### src/hdl/linear_interp_resampler_assert.svh
// Assertion macros shared by the resampler RTL.
// Each macro expects signals named clk and arst_n in the scope where it is used.
`ifndef LINEAR_INTERP_RESAMPLER_ASSERT_SVH
`define LINEAR_INTERP_RESAMPLER_ASSERT_SVH

// The consequent must hold in the same cycle as the antecedent.
`define LIR_ASSERT_SAME(label, ante, cons, msg) \
	label: assert property (@(posedge clk) disable iff (!arst_n) (ante) |-> (cons)) \
		else $error(msg);

// The consequent must hold in the cycle after the antecedent.
`define LIR_ASSERT_NEXT(label, ante, cons, msg) \
	label: assert property (@(posedge clk) disable iff (!arst_n) (ante) |=> (cons)) \
		else $error(msg);

`endif

### src/hdl/lir_pkg.sv
package lir_pkg;

	// Fixed field and register widths.
	localparam int SAMPLE_W   = 16;
	localparam int STEP_W     = 24;
	localparam int LEN_W      = 21;
	localparam int CFG_IDX_W  = 2;
	localparam int CFG_DATA_W = 24;

	// Results per input item are capped; a counter of this width reaches the last slot.
	localparam int RES_CNT_W = 4;
	localparam logic [RES_CNT_W-1:0] RES_LAST = 4'd15;

	// Configuration register indexes.
	localparam logic [CFG_IDX_W-1:0] REG_STEP_RATIO   = 2'd0;
	localparam logic [CFG_IDX_W-1:0] REG_INPUT_LENGTH = 2'd1;
	localparam logic [CFG_IDX_W-1:0] REG_MAX_OUTPUTS  = 2'd2;

	// Register values after reset.
	localparam logic [STEP_W-1:0] STEP_RESET = 24'd1048576;
	localparam logic [LEN_W-1:0]  LEN_RESET  = 21'd1;
	localparam logic [LEN_W-1:0]  MAX_RESET  = 21'd1048576;

	// Commands from the controller to the datapath.
	typedef struct packed {
		logic accept;
		logic eval;
		logic emit;
	} lir_cmd_t;

	// Status from the datapath to the controller.
	typedef struct packed {
		logic in_range;
		logic go;
		logic run_end;
		logic out_free;
	} lir_stat_t;

endpackage

### src/hdl/lir_ctrl.sv
module lir_ctrl (
	input  logic              clk,
	input  logic              arst_n,
	input  logic              s_tvalid,
	output logic              s_tready,
	input  lir_pkg::lir_stat_t stat,
	output lir_pkg::lir_cmd_t  cmd
);
	import lir_pkg::*;

	localparam logic [1:0] ST_IDLE = 2'd0;
	localparam logic [1:0] ST_EVAL = 2'd1;
	localparam logic [1:0] ST_EMIT = 2'd2;

	logic [1:0] state_q;
	logic [1:0] state_d;

	// Commands and next state.
	always_comb begin
		state_d    = state_q;
		cmd.accept = 1'b0;
		cmd.eval   = 1'b0;
		cmd.emit   = 1'b0;
		s_tready   = 1'b0;
		case (state_q)
			ST_IDLE: begin
				s_tready   = 1'b1;
				cmd.accept = s_tvalid;
				if (s_tvalid && stat.in_range) begin
					state_d = ST_EVAL;
				end
			end
			ST_EVAL: begin
				cmd.eval = 1'b1;
				state_d  = stat.go ? ST_EMIT : ST_IDLE;
			end
			ST_EMIT: begin
				if (stat.out_free) begin
					cmd.emit = 1'b1;
					state_d  = stat.run_end ? ST_IDLE : ST_EVAL;
				end
			end
			default: begin
				state_d = ST_IDLE;
			end
		endcase
	end

	// State register.
	always_ff @(posedge clk or negedge arst_n) begin
		if (!arst_n) begin
			state_q <= ST_IDLE;
		end else begin
			state_q <= state_d;
		end
	end

endmodule

### src/hdl/lir_datapath.sv
module lir_datapath #(
	parameter int MAX_LEN   = 1048576,
	parameter int FRAC_BITS = 20
) (
	input  logic                          clk,
	input  logic                          arst_n,
	input  lir_pkg::lir_cmd_t             cmd,
	output lir_pkg::lir_stat_t            stat,
	input  logic [lir_pkg::SAMPLE_W-1:0]  in_sample,
	input  logic                          cfg_wr_en,
	input  logic [lir_pkg::CFG_IDX_W-1:0] cfg_index,
	input  logic [lir_pkg::CFG_DATA_W-1:0] cfg_data,
	output logic                          out_valid,
	input  logic                          out_ready,
	output logic [lir_pkg::SAMPLE_W-1:0]  out_sample,
	output logic                          out_run_end,
	output logic                          out_stream_end
);
	import lir_pkg::*;

	localparam int POS_W  = LEN_W + FRAC_BITS + 1;
	localparam int PROD_W = SAMPLE_W + 2 + FRAC_BITS;
	localparam int Q_W    = PROD_W - FRAC_BITS;
	localparam int LCMP_W = LEN_W + 4;
	localparam logic [STEP_W-1:0] MIN_STEP = STEP_W'(2 ** (FRAC_BITS - 3));
	localparam logic [LCMP_W-1:0] MAX_LEN_X = LCMP_W'(MAX_LEN);
	localparam logic signed [PROD_W-1:0] HALF_LSB = PROD_W'(2 ** (FRAC_BITS - 1));

	// Configuration registers.
	logic [STEP_W-1:0] step_q;
	logic [LEN_W-1:0]  len_q;
	logic [LEN_W-1:0]  max_q;

	// Segment state.
	logic [SAMPLE_W-1:0] prev_q;
	logic [LEN_W-1:0]    inputs_q;
	logic [LEN_W-1:0]    outputs_q;
	logic [POS_W-1:0]    pos_q;
	logic [POS_W-1:0]    pos_plus_q;
	logic [RES_CNT_W-1:0] n_q;

	// Per-item operands.
	logic [SAMPLE_W-1:0]       base_q;
	logic signed [SAMPLE_W:0]  diff_q;
	logic [LEN_W-1:0]          k_q;
	logic                      final_q;

	// Evaluation stage.
	logic signed [PROD_W-1:0] prod_s1;
	logic                     sel_s1;
	logic                     run_end_s1;
	logic                     stream_end_s1;

	// Output register.
	logic                out_valid_q;
	logic [SAMPLE_W-1:0] out_sample_q;
	logic                out_run_end_q;
	logic                out_stream_end_q;

	logic [STEP_W-1:0]        step_eff;
	logic [LEN_W-1:0]         len_eff;
	logic [POS_W-1:0]         len_fix;
	logic [POS_W-1:0]         k_fix;
	logic [POS_W:0]           pos_two;
	logic                     final_in;
	logic signed [SAMPLE_W:0] diff_in;
	logic                     interp_now;
	logic                     interp_next;
	logic                     cnt_ok;
	logic                     cnt_next_ok;
	logic                     room_ok;
	logic                     room_next_ok;
	logic signed [PROD_W-1:0] mul;
	logic signed [PROD_W-1:0] rounded;
	logic signed [Q_W-1:0]    q_val;
	logic [Q_W-1:0]           sum_val;
	logic [SAMPLE_W-1:0]      res_val;

	// Effective step and length after clamping.
	always_comb begin
		step_eff = (step_q < MIN_STEP) ? MIN_STEP : step_q;
		len_eff  = ({{(LCMP_W - LEN_W){1'b0}}, len_q} > MAX_LEN_X) ?
			MAX_LEN_X[LEN_W-1:0] : len_q;
		len_fix  = POS_W'({len_eff, {FRAC_BITS{1'b0}}});
		k_fix    = POS_W'({k_q, {FRAC_BITS{1'b0}}});
	end

	// Checks on an arriving beat.
	always_comb begin
		final_in = ({1'b0, inputs_q} + (LEN_W + 1)'(1)) == {1'b0, len_eff};
		diff_in  = $signed({in_sample[SAMPLE_W-1], in_sample}) -
			$signed({prev_q[SAMPLE_W-1], prev_q});
	end

	// Decision for the current output and a look-ahead for the one after it.
	always_comb begin
		pos_two      = {1'b0, pos_plus_q} + (POS_W + 1)'(step_eff);
		cnt_ok       = outputs_q < max_q;
		cnt_next_ok  = ({1'b0, outputs_q} + (LEN_W + 1)'(1)) < {1'b0, max_q};
		room_ok      = pos_plus_q <= len_fix;
		room_next_ok = pos_two <= {1'b0, len_fix};
		interp_now   = (k_q != '0) && (pos_q < k_fix);
		interp_next  = (k_q != '0) && (pos_plus_q < k_fix);
		mul          = $signed(diff_q) * $signed({1'b0, pos_q[FRAC_BITS-1:0]});
	end

	// Rounding to nearest, ties upward, then offset by the earlier sample.
	always_comb begin
		rounded = prod_s1 + HALF_LSB;
		q_val   = rounded[PROD_W-1:FRAC_BITS];
		sum_val = Q_W'($signed({{(Q_W - SAMPLE_W){base_q[SAMPLE_W-1]}}, base_q}) + q_val);
		res_val = sel_s1 ? sum_val[SAMPLE_W-1:0] : prev_q;
	end

	always_comb begin
		stat.in_range = inputs_q < len_eff;
		stat.go       = cnt_ok && room_ok && (interp_now || final_q);
		stat.run_end  = run_end_s1;
		stat.out_free = !out_valid_q || out_ready;
	end

	// Configuration writes.
	always_ff @(posedge clk or negedge arst_n) begin
		if (!arst_n) begin
			step_q <= STEP_RESET;
			len_q  <= LEN_RESET;
			max_q  <= MAX_RESET;
		end else if (cfg_wr_en) begin
			case (cfg_index)
				REG_STEP_RATIO:   step_q <= cfg_data[STEP_W-1:0];
				REG_INPUT_LENGTH: len_q  <= cfg_data[LEN_W-1:0];
				REG_MAX_OUTPUTS:  max_q  <= cfg_data[LEN_W-1:0];
				default: begin
				end
			endcase
		end
	end

	// Segment state: counters, position and the previous sample.
	always_ff @(posedge clk or negedge arst_n) begin
		if (!arst_n) begin
			prev_q     <= '0;
			inputs_q   <= '0;
			outputs_q  <= '0;
			pos_q      <= '0;
			pos_plus_q <= '0;
			n_q        <= '0;
		end else if (cmd.accept && stat.in_range) begin
			prev_q     <= in_sample;
			inputs_q   <= inputs_q + LEN_W'(1);
			pos_plus_q <= pos_q + POS_W'(step_eff);
			n_q        <= '0;
		end else if (cmd.emit) begin
			outputs_q  <= outputs_q + LEN_W'(1);
			pos_q      <= pos_plus_q;
			pos_plus_q <= pos_plus_q + POS_W'(step_eff);
			n_q        <= n_q + RES_CNT_W'(1);
		end
	end

	// Operands held for the item being worked on.
	always_ff @(posedge clk) begin
		if (cmd.accept && stat.in_range) begin
			base_q  <= prev_q;
			diff_q  <= diff_in;
			k_q     <= inputs_q;
			final_q <= final_in;
		end
	end

	// Multiply and flags for one output.
	always_ff @(posedge clk) begin
		if (cmd.eval) begin
			prod_s1       <= mul;
			sel_s1        <= interp_now;
			stream_end_s1 <= !(cnt_next_ok && room_next_ok);
			run_end_s1    <= !(cnt_next_ok && room_next_ok) || (n_q == RES_LAST) ||
				!(interp_next || final_q);
		end
	end

	// Output register valid.
	always_ff @(posedge clk or negedge arst_n) begin
		if (!arst_n) begin
			out_valid_q <= 1'b0;
		end else if (cmd.emit) begin
			out_valid_q <= 1'b1;
		end else if (out_ready) begin
			out_valid_q <= 1'b0;
		end
	end

	// Output register payload.
	always_ff @(posedge clk) begin
		if (cmd.emit) begin
			out_sample_q     <= res_val;
			out_run_end_q    <= run_end_s1;
			out_stream_end_q <= stream_end_s1;
		end
	end

	assign out_valid      = out_valid_q;
	assign out_sample     = out_sample_q;
	assign out_run_end    = out_run_end_q;
	assign out_stream_end = out_stream_end_q;

endmodule

### src/hdl/linear_interp_resampler.sv
// Linear-interpolation sample-rate converter.
// Input beats on s_* carry one signed Q1.15 sample each. Output beats on m_* carry
// interpolated Q1.15 samples; m_tlast marks the last output caused by one input
// sample and m_tuser marks the final output of the segment.
// The user writes step_ratio, input_length and max_outputs through cfg_* only while the
// block is idle; the block does not enforce it. They take effect with the next input beat.
// Sequence: an input beat is taken in the idle state; each result it causes then passes
// through an evaluate state, which compares positions and multiplies, and an emit state,
// which rounds and loads the output register (an item that gives no result still passes
// through the evaluate state). The first result appears on m_* once the emit state loads
// it. The single shared multiplier and its evaluate/emit loop handle one result at a time.
// While the receiver stalls, the finished result waits in the output register
// and the next result waits until it is taken; s_tready rises again as soon as
// the last result of an item is loaded, even if it has not been taken yet.
// Reset clears the segment state and restores the register reset values;
// inputs past the segment length are taken and give no output.
module linear_interp_resampler #(
	parameter int MAX_LEN   = 1048576,
	parameter int FRAC_BITS = 20
) (
	input  logic                           clk,
	input  logic                           arst_n,
	input  logic                           s_tvalid,
	output logic                           s_tready,
	input  logic [lir_pkg::SAMPLE_W-1:0]   s_tdata,   // [15:0] in_sample
	output logic                           m_tvalid,
	input  logic                           m_tready,
	output logic [lir_pkg::SAMPLE_W-1:0]   m_tdata,   // [15:0] out_sample
	output logic                           m_tlast,
	output logic                           m_tuser,   // [0] stream_end
	input  logic                           cfg_wr_en,
	input  logic [lir_pkg::CFG_IDX_W-1:0]  cfg_index,
	input  logic [lir_pkg::CFG_DATA_W-1:0] cfg_data
);
	import lir_pkg::*;

	lir_cmd_t  cmd;
	lir_stat_t stat;

	// Sequencer.
	lir_ctrl u_ctrl (
		.clk      (clk),
		.arst_n   (arst_n),
		.s_tvalid (s_tvalid),
		.s_tready (s_tready),
		.stat     (stat),
		.cmd      (cmd)
	);

	// Arithmetic, segment state and output register.
	lir_datapath #(
		.MAX_LEN   (MAX_LEN),
		.FRAC_BITS (FRAC_BITS)
	) u_datapath (
		.clk            (clk),
		.arst_n         (arst_n),
		.cmd            (cmd),
		.stat           (stat),
		.in_sample      (s_tdata),
		.cfg_wr_en      (cfg_wr_en),
		.cfg_index      (cfg_index),
		.cfg_data       (cfg_data),
		.out_valid      (m_tvalid),
		.out_ready      (m_tready),
		.out_sample     (m_tdata),
		.out_run_end    (m_tlast),
		.out_stream_end (m_tuser)
	);

	`include "linear_interp_resampler_assert.svh"

	// A result is never loaded over one that has not been taken.
	`LIR_ASSERT_SAME(a_no_overwrite, cmd.emit, !m_tvalid || m_tready, "output overwritten")
	// The end of the segment always closes a run.
	`LIR_ASSERT_SAME(a_end_is_last, m_tvalid && m_tuser, m_tlast, "stream end without tlast")
	// An accepted sample inside the segment is evaluated in the next cycle.
	`LIR_ASSERT_NEXT(a_eval_follows, s_tvalid && s_tready && stat.in_range, cmd.eval,
		"accepted sample not evaluated")

endmodule
### config.mk
export PLATFORM = sky130hd
export DESIGN_NAME = linear_interp_resampler
export DESIGN_NICKNAME = d
export VERILOG_FILES = /design/src/hdl/lir_pkg.sv /design/src/hdl/lir_ctrl.sv /design/src/hdl/lir_datapath.sv /design/src/hdl/linear_interp_resampler.sv
export VERILOG_INCLUDE_DIRS = /design/src /design/src/hdl
export SDC_FILE = /design/constraint.sdc
export NUM_CORES = 2
export LEC_CHECK = 0
export BUFFER_PORTS_ARGS = -buffer_cell sky130_fd_sc_hd__buf_2
export CELL_PAD_IN_SITES_DETAIL_PLACEMENT = 1
export CELL_PAD_IN_SITES_GLOBAL_PLACEMENT = 2
export CORE_MARGIN = 2
export CORE_UTILIZATION = 45
export CTS_CLUSTER_DIAMETER = 80
export DETAILED_ROUTE_END_ITERATION = 10
export PLACE_DENSITY = 0.95
export REMOVE_ABC_BUFFERS = 1
export SETUP_SLACK_MARGIN = 0.05
export SYNTH_ARGS = -nofsm -noshare
export SYNTH_HDL_FRONTEND = slang
export SYNTH_HIERARCHICAL = 1
export SYNTH_SLANG_ARGS = --single-unit
### constraint.sdc
create_clock -name clk -period 22.3 [get_ports clk]
set_clock_uncertainty 0.1 [all_clocks]
set_input_delay 2.23 -clock clk [delete_from_list [all_inputs] [get_ports clk]]
set_output_delay 2.23 -clock clk [all_outputs]
set_load 0.05 [all_outputs]
## Word-level counts from Yosys, hierarchy flattened

Cells that the tools add are included.
W data, S select, Z words.

| word-level totals | value |
|---|---|
| register bits | 327 |
| bits of input ports | 47 |

| operators by class | value |
|---|---|
| add/sub/neg operators | 11 |
| multipliers | 1 |
| order comparisons | 9 |
| equal/unequal tests | 8 |
| multiplexer cells | 19 |
| bitwise gates (word level) | 1 |
| reduce and logical (&&, ||, !) cells | 25 |

Operators by type and width:

| cell | number |
|---|---|
| $add A42 B24 Y42 | 2 |
| $lt A42 B41 Y1 | 2 |
| $mux W42 | 2 |
| $add A21 B1 Y22 const B | 2 |
| $add A42 B24 Y43 | 1 |
| $le A43 B41 Y1 | 1 |
| $add A21 B1 Y21 const B | 2 |
| $le A42 B41 Y1 | 1 |
| $lt A21 B21 Y1 | 2 |
| $add A36 B21 Y36 const B | 1 |
| $mul A17 B21 Y36 | 1 |
| $lt A24 B18 Y1 const B | 1 |
| $mux W24 | 1 |
| $eq A22 B21 Y1 | 1 |
| $lt A22 B21 Y1 | 1 |
| $gt A21 B21 Y1 const B | 1 |
| $mux W21 | 1 |
| $reduce_bool A21 Y1 | 1 |
| $sub A16 B16 Y17 | 1 |
| $add A16 B16 Y16 | 1 |
| $mux W16 | 1 |
| $reduce_and A2 Y1 | 5 |
| $mux W1 | 8 |
| $mux W4 | 2 |
| 14 further kinds | 32 |

## Longest topological paths before layout

| depth | value |
|---|---|
| word-level depth | 8 |
| depth in mapped cells | 33 |
| depth with buffers taken out | 28 |

## Cells and area by module

The synthesis kept the hierarchy.

By module, submodules not included:

| module | times used | cells each | area an instance (um^2) | sequential area each (um^2) |
|---|---|---|---|---|
| lir_datapath | 1 | 3495 | 31836.8 | 8126.5 |
| lir_ctrl | 1 | 11 | 110.1 | 50.0 |

## Least setup slack after synthesis

Ideal clock, no wire load.

| timing | value |
|---|---|
| path kind | input to register |
| from | in s_tvalid |
| to | reg u_datapath.pos_plus_q[36] |
| arrival time | 7841 ps |
| required time | 22058 ps |
| path slack | 14217 ps |
| stages | 24 |
| buffers on the path | 6 |
| cell sequence | and2_1 > o2111ai_4 > inv_4 > buf_2 > buf_1 > clkbuf_1 > buf_1 > clkbuf_1 > nand2_1 > nand2_1 > ha_1 > nand2_1 > o21ai_0 > nand2_1 > a31oi_1 > o21a_1 > o21ai_0 > o311a_4 > o21ai_4 > and2_1 > buf_4 > nand3_2 > xor2_1 > mux2i_1 |

| on the way | value |
|---|---|
| word-level cells in the longest chain between the ends | 3 |
| elaborated cells between the ends (all ways) | 4 |
| classes of those cells | mux: 2; reduce/logical: 2 |

RTL lines:

| element | RTL line | source |
|---|---|---|
| from (decl) | linear_interp_resampler.sv:23 | `input logic s_tvalid,` |
| $mux W1 * | lir_ctrl.sv:25 | `case (state_q)` |
| $logic_and A1 B1 Y1 * | lir_datapath.sv:148 | `end else if (cmd.accept && stat.in_range) begin` |
| $mux W42 or $reduce_bool A2 Y1 (tied branches) | - |  |
| to (signal assigned) | lir_datapath.sv:151 | `pos_plus_q <= pos_q + POS_W'(step_eff);` |
| to (signal assigned) | lir_datapath.sv:156 | `pos_plus_q <= pos_plus_q + POS_W'(step_eff);` |
| to (decl) | lir_datapath.sv:39 | `logic [POS_W-1:0] pos_plus_q;` |

Every way passes the cells marked *; elsewhere a longest branch is shown, timed or not.
A chain may end at the register's enable or synchronous reset.

## Final worst setup path

| timing | value |
|---|---|
| from | reg u_datapath.diff_q[7] |
| to | reg u_datapath.prod_s1[35] (data pin) |

| on the way | value |
|---|---|
| word-level cells in the longest chain between the ends | 1 |

RTL lines:

| element | RTL line | source |
|---|---|---|
| from (decl) | lir_datapath.sv:44 | `logic signed [SAMPLE_W:0] diff_q;` |
| from (signal assigned) | lir_datapath.sv:165 | `diff_q <= diff_in;` |
| $mul A17 B21 Y36 | lir_datapath.sv:104 | `mul = $signed(diff_q) * $signed({1'b0, pos_q[FRAC_BITS-1:0]});` |
| named net u_datapath.mul[35] | lir_datapath.sv:73 | `logic signed [PROD_W-1:0] mul;` |
| to (signal assigned) | lir_datapath.sv:174 | `prod_s1 <= mul;` |
| to (decl) | lir_datapath.sv:49 | `logic signed [PROD_W-1:0] prod_s1;` |

The timed path passes the listed nets, and every way through them passes these cells.

==> summary.txt <==
==================================================================================================
Number of inserted filler cells in the final layout                                           8190
HPWL reported at the end of detailed placement                                            71800 um
Period Utilization, post-route                                                               36.6%
Register bit total from synthesis                                                              308
First-pass GRT wire length                                                               150000 um
Outcome                                                                                  completed
Worst Tran Pin Value                                                                       1.18 ns
Number of global-route vias before repair                                                    27700
Count of final hold-check violations                                                             0
Cell accounting for the most synthesized area                                         sky130_fd_sc_hd__fa_1
# diodes                                                                                         0
Die outline area                                                                        73100 um^2
Placement Rows                                                                                  97
Post-CTS Setup Repair Bufs                                                                       0
Post-layout net count                                                                         4141
Origin of the worst min-delay path                                                    u_datapath/prev_q[5]
Slew HR                                                                                      21.1%
Cell types occupying the most area after synthesis                                    sky130_fd_sc_hd__fa_1 17%, sky130_fd_sc_hd__dfrtp_1 17%, sky130_fd_sc_hd__ha_1 13%
Unrepaired setup endpoints after global routing                                              false
Largest net degree at the start of global routing                                               82
Number of warnings reported in the yosys synthesis log                                           6
Startpoint of the most critical register-to-register path                             u_datapath/diff_q[7]
GRT Util Overall                                                                             25.6%
Worst skew pair latency                                                                    0.58 ns
Buffers from clock root to sink, at most                                                         3
Dominant synthesized flop cell                                                        sky130_fd_sc_hd__dfrtp_1
Crit-path max FO                                                                                20
Drt first-iter violations                                                                     1345
Antenna-violating nets left                                                                      0
Total iterations of the first detailed-routing run                                               5
Cell at the root of the clock tree                                                    sky130_fd_sc_hd__clkbuf_16
H-tree levels                                                                                    2
Crit end category                                                                        flip-flop
Die width                                                                                   270 um
Synth Instances                                                                               3506
Netlist Area Pre-Place                                                                  31900 um^2
Cells resized by post-CTS repair                                                                 0
Clock transition time at the flip-flop clock pins of the worst setup and hold paths        0.06 ns
Type of element launching the critical path                                              flip-flop
Share of the yosys chip area belonging to registers                                          25.6%
Min Tclk post-route                                                                        8.16 ns
Number of antenna violations at the first check in global routing                                1
Hold bufs inserted after CTS                                                                     0
Class of the tightest hold or removal check                                                reg2reg
Clock tree from TritonCTS                                                                    built
Buffers added on ports                                                                          66
FMAX                                                                                     0.123 GHz
Data arrival time of the critical path                                                     8.39 ns
Residual overflow from global routing                                                            0
I/O pin cnt                                                                                     67
WS Path Type                                                                               reg2reg
Max_cap viols                                                                                    0
Global placement routability congestion                                                      0.890
Die H                                                                                       270 um
Sum of negative setup slack                                                                   0 ns
Proportion of synthesized flip-flops having asynchronous set or reset                        69.8%
Core region area                                                                        70100 um^2
Detailed-route DRC error count                                                                   0
Area grow syn2layout                                                                         7.77%
Number of different library cells in the post-synthesis netlist                                 92
Worst Setup SP                                                                        u_datapath/diff_q[7]
Layout cells sized above 1                                                                   7.03%
Required time at the worst-slack endpoint                                                 22.53 ns
Drt total wl                                                                              92300 um
Routed wirelength normalized by instance count                                             20.7 um
Starting density of the core                                                                 45.5%
Via count of the routed design                                                               24900
Endpoints failing setup                                                                          0
Post-synth EDFFs                                                                                93
Via count normalized by instance count                                                        5.58
Portion of synthesized cell area occupied by the leading cell type                           16.9%
Total count of max-transition violations in the final report                                     0
Clock buffers created by TritonCTS                                                              43
Count of clock tree sinks                                                                      308
Post-synthesis average cell area                                                         9.11 um^2
Final core utilization                                                                       49.1%
==================================================================================================
==> per-stage QoR <==
stage / setup slack, ns / cell area (um^2) / cells / hold WS (ns)
finish: 14.14 / 34400 / 4456 / 0.348
floorplan: 14.85 / 31300 / 3349 / 0.300
global placement: 14.31 / 33100 / 4378 / 0.326
detailed placement: 14.19 / 33100 / 4378 / 0.335
CTS: 14.14 / 34400 / 4456 / 0.349
global route: 13.71 / 34400 / 4456 / 0.362
==> area by class of cell <==
class | count | area [um^2] | share of cell area, %
Clock buffer | 63 | 1200 | 3.49
Clock inverter | 15 | 169 | 0.491
Inverter | 416 | 1570 | 4.55
Multi-Input combinational cell | 2625 | 21600 | 62.8
Sequential cell | 308 | 8180 | 23.7
Tap cell | 940 | 1180 | 3.42
Timing Repair Buffer | 89 | 513 | 1.49
==> flip-flops by register name, indices dropped and copies added (netlist names), 2 cells and up <==
name and count:
u_datapath/diff_q 17, u_datapath/out_sample 16, u_datapath/base_q 16, u_datapath/prev_q 16, u_datapath/n_q 4, u_datapath/step_q 24
u_ctrl/state_q 2, u_datapath/prod_s1 17, u_datapath/max_q 21, u_datapath/pos_plus_q 42, u_datapath/len_q 21, u_datapath/k_q 21
u_datapath/outputs_q 21, u_datapath/pos_q 42, u_datapath/inputs_q 21
==> metal layers <==
metal	up-vias	GRT usage, %	part of all wire [%]
met5	-	0	0.013
met4	2	9.06	3.6
met3	205	2.79	2.9
met2	406	45.8	51
met1	12700	31.9	43
li1	11500	-	-
==> critical path, cell delays in order (launching register included) <==
cell and delay [ns]:
sky130_fd_sc_hd__edfxtp_1 0.83, sky130_fd_sc_hd__nand2_1 0.17, sky130_fd_sc_hd__fa_1 0.57, sky130_fd_sc_hd__inv_1 0.06, sky130_fd_sc_hd__fa_1 0.53, sky130_fd_sc_hd__inv_1 0.05, sky130_fd_sc_hd__fa_1 0.50, sky130_fd_sc_hd__inv_1 0.05
sky130_fd_sc_hd__fa_1 0.47, sky130_fd_sc_hd__inv_1 0.05, sky130_fd_sc_hd__fa_1 0.53, sky130_fd_sc_hd__inv_1 0.05, sky130_fd_sc_hd__fa_1 0.47, sky130_fd_sc_hd__ha_1 0.31, sky130_fd_sc_hd__and3_1 0.19, sky130_fd_sc_hd__a221o_1 0.34
sky130_fd_sc_hd__a221oi_1 0.48, sky130_fd_sc_hd__nor3_1 0.16, sky130_fd_sc_hd__o31ai_1 0.73, sky130_fd_sc_hd__a21oi_1 0.24, sky130_fd_sc_hd__nor2_1 0.28, sky130_fd_sc_hd__o2111ai_1 0.21, sky130_fd_sc_hd__a21o_1 0.23, sky130_fd_sc_hd__a21oi_1 0.17
sky130_fd_sc_hd__xnor2_1 0.08
==> worst paths after layout <==
| path | end | cells after the start | slack, ns |
|---|---|---|---|
| min reg2reg | u_datapath/base_q[5] | 0 | 0.35 |
| max | u_datapath/prod_s1[35] | 24 | 14.14 |
| min in group asynchronous | u_datapath/outputs_q[3] | 1 | 1.50 |
| max reg2reg | u_datapath/prod_s1[35] | 24 | 14.14 |
| min | u_datapath/base_q[5] | 0 | 0.35 |
| max in group asynchronous | u_datapath/pos_q[15] | 2 | 19.10 |
==> synth_stat cells, types with 4 or more instances <==
library cell	count
sky130_fd_sc_hd__a211o_1	11
sky130_fd_sc_hd__o211ai_1	10
sky130_fd_sc_hd__a21o_1	75
sky130_fd_sc_hd__xnor2_1	134
sky130_fd_sc_hd__inv_1	414
sky130_fd_sc_hd__nand3_1	85
sky130_fd_sc_hd__a21oi_1	123
sky130_fd_sc_hd__o21a_1	30
sky130_fd_sc_hd__and3_1	40
sky130_fd_sc_hd__clkbuf_1	141
sky130_fd_sc_hd__nor4_1	19
sky130_fd_sc_hd__nand4_1	51
sky130_fd_sc_hd__mux2_2	68
sky130_fd_sc_hd__buf_2	4
sky130_fd_sc_hd__o31ai_1	7
sky130_fd_sc_hd__xor2_1	97
sky130_fd_sc_hd__nor3b_1	5
sky130_fd_sc_hd__nor2b_1	30
sky130_fd_sc_hd__o21ai_0	115
sky130_fd_sc_hd__and2_1	160
sky130_fd_sc_hd__nand3b_1	7
sky130_fd_sc_hd__a21boi_0	11
sky130_fd_sc_hd__or3_1	7
sky130_fd_sc_hd__nand2_1	573
sky130_fd_sc_hd__fa_1	270
sky130_fd_sc_hd__a221oi_1	4
sky130_fd_sc_hd__ha_1	341
sky130_fd_sc_hd__mux2i_1	25
sky130_fd_sc_hd__o22ai_1	4
sky130_fd_sc_hd__or4_1	4
sky130_fd_sc_hd__a31oi_1	15
sky130_fd_sc_hd__buf_1	9
sky130_fd_sc_hd__and4_1	4
sky130_fd_sc_hd__nand2b_1	37
sky130_fd_sc_hd__o21bai_1	8
sky130_fd_sc_hd__o21ai_1	4
sky130_fd_sc_hd__o2111ai_1	9
sky130_fd_sc_hd__edfxtp_1	93
sky130_fd_sc_hd__a211oi_1	10
sky130_fd_sc_hd__nor3_1	32
sky130_fd_sc_hd__a2111oi_0	6
sky130_fd_sc_hd__nor2_1	131
sky130_fd_sc_hd__dfrtp_1	212
==> logic make-up (layout without fill, tap and decap cells) <==
logic type	count (synthesis)	count (layout)	synth area share, %
flops	308	308	25.6
simple gates	1205	1205	17.9
compound gates	481	481	9.81
fa+ha+maj	614	614	30.4
xor+xnor	231	231	6.33
mux	94	94	3.23
buf+inv	573	583	6.78
==> cell usage in the layout, fill, tap and decap left out, drive strengths merged, types with 63 or more instances in the layout <==
master	n
xnor2	134
mux2	69
buf	89
ha	341
edfxtp	93
and2	161
nand3	86
inv	419
nor2	132
o21ai	121
xor2	97
nand2	574
a21o	75
dfrtp	212
a21oi	124
fa	270
clkbuf	63
Power is not shown: default switching activity piles up to over one toggle a cycle in this logic, so the estimate is an artifact.
